`config.mk`:
```
export PLATFORM = sky130hd
export DESIGN_NAME = cts_out_queue
export DESIGN_NICKNAME = d
export VERILOG_FILES = /design/src/rtl/cts_pkg.sv /design/src/rtl/cts_out_queue.sv
export SDC_FILE = /design/constraint.sdc
export NUM_CORES = 1
export LEC_CHECK = 0
export BUFFER_PORTS_ARGS = -buffer_cell sky130_fd_sc_hd__buf_2
export CAP_MARGIN = 40
export CELL_PAD_IN_SITES_DETAIL_PLACEMENT = 1
export CELL_PAD_IN_SITES_GLOBAL_PLACEMENT = 2
export CORE_MARGIN = 2
export CORE_UTILIZATION = 48
export DETAILED_ROUTE_END_ITERATION = 10
export PLACE_DENSITY_LB_ADDON = 0.1
export SLEW_MARGIN = 20
export SYNTH_ARGS = -nofsm -noshare
export SYNTH_HDL_FRONTEND = slang
export SYNTH_SLANG_ARGS = --single-unit
```
`constraint.sdc`:
```
create_clock -name clk -period 7.5 [get_ports clk]
set_input_delay 0.75 -clock clk [delete_from_list [all_inputs] [get_ports clk]]
set_output_delay 0.75 -clock clk [all_outputs]
set_load 0.05 [all_outputs]
```
`src/rtl/cts_pkg.sv`:
```
`default_nettype none
// ----------------------------------------------------------------------------
// cts_pkg: shared types and constants for the cut truth-table simulator
// Sizes, command and result records, elementary table patterns.
// ----------------------------------------------------------------------------
package cts_pkg;

  localparam int SLOTS       = 256;
  localparam int TRUTH_WORDS = 4;
  localparam int MAX_VARS    = 8;

  localparam int SLOT_W     = 8;
  localparam int WORD_W     = 64;
  localparam int WIDX_OUT_W = 2;
  localparam int WIDX_W     = (TRUTH_WORDS > 1) ? $clog2(TRUTH_WORDS) : 1;

  localparam int STORE_DEPTH = SLOTS * TRUTH_WORDS;
  localparam int ADDR_W      = $clog2(STORE_DEPTH);

  // command queue between front and back
  localparam int CQ_DEPTH = 2;
  localparam int CQ_PTR_W = 1;
  localparam int CQ_CNT_W = 2;

  // result queue
  localparam int OQ_DEPTH = 8;
  localparam int OQ_PTR_W = 3;
  localparam int OQ_CNT_W = 4;

  localparam logic REQ_LEAF = 1'b0;
  localparam logic REQ_NODE = 1'b1;

  localparam logic [WORD_W-1:0] PAT_V0 = 64'hAAAA_AAAA_AAAA_AAAA;
  localparam logic [WORD_W-1:0] PAT_V1 = 64'hCCCC_CCCC_CCCC_CCCC;
  localparam logic [WORD_W-1:0] PAT_V2 = 64'hF0F0_F0F0_F0F0_F0F0;
  localparam logic [WORD_W-1:0] PAT_V3 = 64'hFF00_FF00_FF00_FF00;
  localparam logic [WORD_W-1:0] PAT_V4 = 64'hFFFF_0000_FFFF_0000;
  localparam logic [WORD_W-1:0] PAT_V5 = 64'hFFFF_FFFF_0000_0000;
  localparam logic [WORD_W-1:0] PAT_ONES  = 64'hFFFF_FFFF_FFFF_FFFF;
  localparam logic [WORD_W-1:0] PAT_ZEROS = 64'h0000_0000_0000_0000;

  typedef struct packed {
    logic              is_node;
    logic [SLOT_W-1:0] dest;
    logic [SLOT_W-1:0] fanin0;
    logic [SLOT_W-1:0] fanin1;
    logic              compl0;
    logic              compl1;
    logic              is_xor;
    logic              emit;
    logic              dest_ok;
    logic              fanin0_ok;
    logic              fanin1_ok;
  } cmd_t;

  typedef struct packed {
    logic [WORD_W-1:0]     truth_word;
    logic [WIDX_OUT_W-1:0] word_index;
    logic                  last;
  } res_t;

  // word w of the elementary table of variable var_num
  function automatic logic [WORD_W-1:0] elem_word(input logic [SLOT_W-1:0] var_num,
                                                  input logic [1:0] w);
    logic [WORD_W-1:0] pat;
    case (var_num)
      8'd0:    pat = PAT_V0;
      8'd1:    pat = PAT_V1;
      8'd2:    pat = PAT_V2;
      8'd3:    pat = PAT_V3;
      8'd4:    pat = PAT_V4;
      8'd5:    pat = PAT_V5;
      8'd6:    pat = w[0] ? PAT_ONES : PAT_ZEROS;
      8'd7:    pat = w[1] ? PAT_ONES : PAT_ZEROS;
      default: pat = PAT_ZEROS;
    endcase
    return pat;
  endfunction

endpackage
`default_nettype wire

```
`src/rtl/cts_out_queue.sv`:
```
`default_nettype none
// ----------------------------------------------------------------------------
// cts_out_queue: result queue
// Holds table words until the consumer pops them.
// ----------------------------------------------------------------------------
module cts_out_queue (
  input  wire logic                         clk,
  input  wire logic                         rst_n,
  input  wire logic                         res_push,
  input  wire cts_pkg::res_t                res,
  output logic [cts_pkg::OQ_CNT_W-1:0]      oq_count,
  output logic                              out_empty,
  input  wire logic                         out_pop,
  output cts_pkg::res_t                     out_res
);

  cts_pkg::res_t                q_r [cts_pkg::OQ_DEPTH];
  logic [cts_pkg::OQ_PTR_W-1:0] head_r, head_nxt;
  logic [cts_pkg::OQ_PTR_W-1:0] tail_r, tail_nxt;
  logic [cts_pkg::OQ_CNT_W-1:0] cnt_r, cnt_nxt;
  logic                         pop;

  assign out_empty = (cnt_r == '0);
  assign pop       = out_pop && !out_empty;
  assign out_res   = q_r[head_r];
  assign oq_count  = cnt_r;

  always_comb begin
    head_nxt = pop      ? head_r + 1'b1 : head_r;
    tail_nxt = res_push ? tail_r + 1'b1 : tail_r;
    cnt_nxt  = cnt_r;
    if (res_push && !pop) begin
      cnt_nxt = cnt_r + 1'b1;
    end else if (pop && !res_push) begin
      cnt_nxt = cnt_r - 1'b1;
    end
  end

  always_ff @(posedge clk) begin
    if (!rst_n) begin
      head_r <= '0;
      tail_r <= '0;
      cnt_r  <= '0;
    end else begin
      head_r <= head_nxt;
      tail_r <= tail_nxt;
      cnt_r  <= cnt_nxt;
    end
  end

  always_ff @(posedge clk) begin
    if (res_push) begin
      q_r[tail_r] <= res;
    end
  end

endmodule
`default_nettype wire

```
==> results of run 1 <==
==> layout make-up <==
cell class / count / share of cell area
sequential: 549 / 0.671
multi-input combinational: 253 / 0.184
clock buffer: 73 / 0.0592
timing repair buffer: 169 / 0.0447
tap: 585 / 0.0300
clock inverter: 27 / 0.0111
inverter: 2 / 0.000308
antenna: 3 / 0.000308
==> power groups by stage <==
stage / registers (W) / clock network [W] / logic, W
2_1_floorplan: 0.00358 / 0 / 0.00174
3_3_place_gp: 0.00363 / 0 / 0.00202
3_5_place_dp: 0.00359 / 0 / 0.00210
4_1_cts: 0.00353 / 0.00269 / 0.00211
5_1_grt: 0.00353 / 0.00280 / 0.00222
6_report: 0.00352 / 0.00262 / 0.00208
==> stage by stage <==
stage / setup slack, ps / area (µm²) / instances / hold WS (ps) / total power (W)
floorplan: 1520 / 21100 / 843 / 481 / 0.00533
global placement: 3690 / 22400 / 1548 / 500 / 0.00565
detailed placement: 3850 / 22600 / 1556 / 513 / 0.00570
CTS: 3210 / 24300 / 1656 / 383 / 0.00832
global route: 3280 / 24400 / 1660 / 410 / 0.00855
finish: 3510 / 24400 / 1661 / 428 / 0.00822
==> synthesized netlist by cell type <==
library cell,instances,area share
clkbuf_1,11,0.0020
mux2i_1,4,0.0019
buf_12,7,0.0066
nor2_1,8,0.0014
o41ai_2,1,0.00077
nand3_1,1,0.00024
nor3_1,2,0.00047
mux2_4,60,0.043
nor4_1,1,0.00030
a21oi_1,1,0.00024
fa_1,1,0.00095
a31oi_1,1,0.00030
mux4_1,16,0.020
buf_6,1,0.00053
clkbuf_4,2,0.00071
nor2b_1,3,0.00089
edfxtp_1,536,0.76
mux4_2,118,0.13
dfxtp_1,13,0.012
xnor2_1,4,0.0017
a21boi_0,1,0.00036
buf_2,15,0.0036
ha_1,5,0.0030
nand2b_1,5,0.0015
inv_1,2,0.00036
and2_1,6,0.0018
nand2_1,5,0.00089
mux2_2,7,0.0037
o21ai_0,1,0.00024
a211oi_1,1,0.00036
xor2_1,1,0.00042
buf_1,3,0.00053
==> layer usage <==
layer / vias up / global-route usage
met2: 199 / 0.316
li1: 3986 / -
met3: 56 / 0.0398
met1: 4843 / 0.252
met5: - / 0
met4: 10 / 0.0596
==> path summary, 6_finish.rpt <==
kind                 end   startpoint  slack, ps
max reg2reg  oq_count[3]  oq_count[1]       4950
min           q_r[0][48]      res[48]        430
max          out_res[56]    flip-flop       3510
min reg2reg    tail_r[0]    tail_r[0]        510
==> worst register-to-register path: cells and delay by family, from the launching register on <==
kind,cells,cell delay (ps)
adders and majority gates,2,620
DFF,1,380
AOI/OAI and AO/OA,4,1180
buffers and inverters,1,100
muxes,1,200
==> kinds of logic after synthesis <==
group	Yosys count	share of synthesized area
AO/OA/AOI/OAI	6	0.00226
XOR/XNOR	5	0.00208
adder cells (fa/ha/maj)	6	0.00392
buffers and inverters	41	0.0143
flip-flops	549	0.776
multiplexers	205	0.194
AND/OR/NAND/NOR	31	0.00748
==> state kept, by name, summed over array words and instances, names as in the netlist, named ones only <==
signal	count
tail_r	3
q_r	536
oq_count	4
head_r	3
==> impl_metrics.toml, run 1 <==
[clocking]
cts_buffers = 54
cts_tree = "yes"
ctsResizeCount = 0
root_buffer = "clkbuf_16"
clock_path_buffers = 3
clkTransAtPathRegs_ps = 60
htree_levels = 2
insertion_delay_ps = 590
clkSinkCount = 549
postCtsSetupBuffers = 0
ctsHoldBuffers = 0

[drt]
wl_mm = 41.6
vias = 9094
via_per_inst = 5.48
wl_met2_mm = 21.1
drtIter0Drc = 616
drc = 0
top_layer = "met5"
wl_met3_mm = 2.04
wl_met1_mm = 17.6
ant_nets = 0
wl_per_cell_um = 25.0
drt-pass1-iter-count = 4

[die]
die_y_um = 214
coreArea_mm2 = 0.0432
placementRows = 76
ioPinCount = 143
start_util = 0.488
dieArea_mm2 = 0.0456
die_w_um = 214

[logic_synthesis]
ys_types = 32
ys_seq_area_frac = 0.776
synth_area_mm2 = 0.0211
ys_ff_latch = 549
post_synth.cell_area_avg_um2 = 25.0
synthCells = 843
yosysWarnings = 0
syn_nets = 920

[sta]
slew_headroom = 0.438
finalSetupViolations = 0
grt_setup_unrepaired = "false"
max_freq_ghz = 0.250
period_share = 0.533
fin_crit_ps = 3990
drv_slew = 0
hold_viol_final = 0
tns_ps = 0
tightest_slew_ps = 843
skew_ps = 14.4

[power]
ir_drop_uv = 240
p_clk_frac = 0.318
seq_power_share = 0.428
switching_power_w = 0.00237
combPwrFrac = 0.254
p_int_w = 0.00585
p_sw_frac = 0.288
powerDensity_mw_per_mm2 = 337
p_leak_nw = 7.93

[placed_design]
dpl.hpwl_mm = 23.0
place.gp.congestion = 0.679
port_buffers = 142

[finish]
final_util = 0.565
final_common_cell = "edfxtp_1"
regArea_mm2 = 0.0164
mostFrequentLayoutCells = "edfxtp_1 (536), buf_2 (142), mux4_2 (118)"
final_nets = 1106
drive_gt1_frac = 0.406
multi_input_area_mm2 = 0.00448
area_growth_pct = 15.7
num-fill-cells = 3637

[grt]
grt_pass1_wl_mm = 62.3
grt_start_max_net_pins = 55
grt.overflow.total = 0
grt_pass1_vias = 9899
grt_use_total = 0.189
antenna_found_initial = 7

[run_status]
status = "completed"

[critical_path]
worst_setup_path_end_kind = "primary output"
max_stage_delay_ps = 620
cpMaxStageDelayCell = "dfxtp_4"
worst_setup_path_start_kind = "flip-flop"
required_ps = 6750
crit_fanout = 29
cp_num_buf_inv = 3
cp.depth = 5
reg2regPathDepth = 8
arrival_ps = 3240
critical-path-top-delay-family = "buffers and inverters"
path_cells = "buf_16 -> buf_4 -> mux4_1 -> mux2_4 -> buf_2"
critPathKind = "reg2out"

[worst_hold_path]
worstHoldPathType = "in2reg"
hold_path_depth = 1

[flow_run]
drv_cap = 0
No activity file was read; power rests on OpenSTA's default activity.
==> run 2: changes to the inputs <==
ABC_AREA = 1   (was default)
CORE_UTILIZATION = 41   (was 48)
clock period = 3.7 ns   (was 7.5 ns; I/O delays follow)
==> run 2 against run 1 <==
  * Non-clock buffer count rose by 5
  * Routed wire length grew 35%
  * Total power is 110% higher
  * Via count up 54%
  * Register-to-register slack lost 3400 ps
  * Setup slack lost 2800 ps
  * Synthesized cell count grew 120%
  * Hold slack got worse by 390 ps
  * Largest power group unchanged
==> impl_metrics.toml, run 2 <==
[finish]
num-fill-cells = 5608
top_register = "q_r"
final_common_cell = "nor2_1"
largest_reg_flops = 536
final_util = 0.477
drive_gt1_frac = 0.130
mostFrequentLayoutCells = "nor2_1 (544), edfxtp_1 (536), nand2_1 (354)"
area_growth_pct = 14.5
final_nets = 2078

[sta]
fin_crit_ps = 2980
max_freq_ghz = 0.335
finalSetupViolations = 0
hold_slack_ps = 36.0
skew_ps = 13.3
drv_slew = 0
slew_headroom = 0.406
period_share = 0.806
hold_viol_final = 0
grt_setup_unrepaired = "false"
tightest_slew_ps = 892

[logic_synthesis]
synth_simple_gate_area_frac = 0.157
synthCells = 1870
synth_top_family_by_area = "simple AND/OR/NAND/NOR gates"
post-synth-top-count-cell = "nor2_1"
post_synth.cell_area_avg_um2 = 11.8
yosys-top-cells-count = "nor2_1 (552), edfxtp_1 (536), nand2_1 (354)"
ys_seq_area_frac = 0.743
synth_area_mm2 = 0.0220
synth_enable_flop_cells = 536
synth.mux.area_fraction = 0
synth-xor-area-share = 0.000796
ys_ff_latch = 549
yosysWarnings = 0
syn_nets = 1947
ys_types = 20
synth_compound_area_frac = 0.0639
synthAdderAreaFrac = 0.00375
yosysTopAreaCell = "edfxtp_1"
netlist.area_leader.share = 0.732
synthFlopType = "edfxtp_1"
async_flop_share = 0
synthTopCellsByArea = "edfxtp_1 (73%), nor2_1 (9.4%), nand2_1 (6.0%)"

[drt]
drc = 0
wl_mm = 56.0
drtIter0Drc = 815
wl_per_cell_um = 20.5
via_per_inst = 5.13
ant_nets = 0
vias = 14014
drt-pass1-iter-count = 5

[power]
p_leak_nw = 9.23
p_clk_frac = 0.316
p_sw_frac = 0.346
powerDensity_mw_per_mm2 = 683
ir_drop_uv = 476
seq_power_share = 0.413
combPwrFrac = 0.271
p_int_w = 0.0112
total_power_w = 0.0172
switching_power_w = 0.00596

[critical_path]
critPathKind = "reg2out"
crit_fanout = 185
worst_setup_path_start_kind = "flip-flop"
path_cells = "buf_12 -> nor2_1 -> nor2_1 -> o21ai_1 -> nand2_1 -> nand2_1 -> nand2_1 -> buf_2"
reg2reg_from = "oq_count[0]"
path_common_cell = "nand2_1"
cpMaxStageDelayCell = "buf_12"
r2r-end = "oq_count[3]"
required_ps = 3330
worst_setup_path_end_kind = "primary output"
r2r_slack_ps = 1560
cp_num_buf_inv = 2
arrival_ps = 2610
critical-path-top-delay-family = "buffers and inverters"
max_stage_delay_ps = 650
reg2regPathDepth = 11

[die]
die_y_um = 236
placementRows = 84
coreArea_mm2 = 0.0528
dieArea_mm2 = 0.0555
die_w_um = 236
ioPinCount = 143
start_util = 0.417

[worst_hold_path]
min-delay-start = "res[32]"
hold-path-endpoint = "q_r[4][32]"
worstHoldPathType = "in2reg"
hold_path_depth = 1

[grt]
top_usage_layer = "met2"
grt.overflow.total = 0
grt_pass1_wl_mm = 86.6
antenna_found_initial = 4
grt_use_met3 = 0.0281
grt.met1_usage = 0.279
grt_start_max_net_pins = 186
met2_usage = 0.340
grt_use_total = 0.203
grt_pass1_vias = 14770

[clocking]
root_buffer = "clkbuf_16"
clock_path_buffers = 3
cts_tree = "yes"
htree_levels = 2
insertion_delay_ps = 610
cts_buffers = 58
clkSinkCount = 549
clkTransAtPathRegs_ps = 60

[placed_design]
port_buffers = 142
dpl.hpwl_mm = 29.4
place.gp.congestion = 0.710

[run_status]
status = "completed"

[flow_run]
drv_cap = 0
==> run 2: cell types whose count changed in the layout (fill, tap and decap cells not counted), sizes merged, moves of 6 or more <==
cell and change:
o21ai +272, mux4 -134, a21oi +7, nor2 +544
and2 -6, mux2 -67, inv +14, nand2 +349
==> run 2: how the worst max path moves through the flow <==
stage | start | to | cells past startpoint
5_1_grt | flip-flop | out_res[46] | 8
2_1_floorplan | res_push | q_r[0][0] | 3
6_report | flip-flop | out_res[18] | 8
3_3_place_gp | flip-flop | out_res[20] | 8
3_5_place_dp | flip-flop | out_res[12] | 8
4_1_cts | flip-flop | out_res[12] | 8
==> run 2: what timing repair did <==
action / 4_1_cts / 5_1_grt
hold buffers: 2 / 0
setup buffers: 0 / 0
resized for setup: 0 / 0
hold endpoints to repair: 16 / 0
==> run 2: metal layers <==
layer / part of all wire / up-vias
li1: - / 6660
met4: 0.019 / 6
met2: 0.48 / 216
met3: 0.040 / 79
met1: 0.46 / 7053
met5: 0.00066 / -
==> run 2: power groups by stage <==
stage | clock network [W] | registers, W | logic (W)
floorplan | 0 | 0.00726 | 0.00353
global placement | 0 | 0.00723 | 0.00468
detailed placement | 0 | 0.00723 | 0.00475
CTS | 0.00557 | 0.00710 | 0.00478
global route | 0.00580 | 0.00712 | 0.00518
finish | 0.00543 | 0.00710 | 0.00467
==> run 2: logic make-up (layout without fill, tap and decap cells) <==
kind of cell	after synthesis	count (layout)
and+or+nand+nor	914	914
DFF	549	549
AOI/OAI and AO/OA	281	281
buffers and inverters	118	289
adders and majority gates	6	6
xor gates and xnor gates	2	2
other	0	2
==> run 2: area by class of cell <==
class                           count  area, µm²  share of cell area
Inverter                           15       63.8             0.00253
Clock inverter                     27        208             0.00825
Sequential cell                   549      16400               0.650
Antenna cell                        2       5.00            0.000199
Multi-Input combinational cell   1203       5010               0.199
Timing Repair Buffer              174       1140              0.0452
Clock buffer                       73       1530              0.0607
Tap cell                          688        861              0.0342
==> run 2: stage by stage <==
step	setup TNS, ps	setup WS (ps)	area, µm²	std cells
after floorplan	-88800	-331	22000	1870
after global placement	0	1300	23400	2626
after detailed placement	0	1270	23400	2627
after CTS	0	619	25200	2729
after global routing	0	524	25200	2729
final	0	717	25200	2731
==> run 2: worst reg2reg max path, delay by kind of cell (launching register included) <==
family	cells	cell delay, ps
adder cells (fa/ha/maj)	2	490
AND/OR/NAND/NOR	6	860
flip-flops	1	420
buffers and inverters	3	270
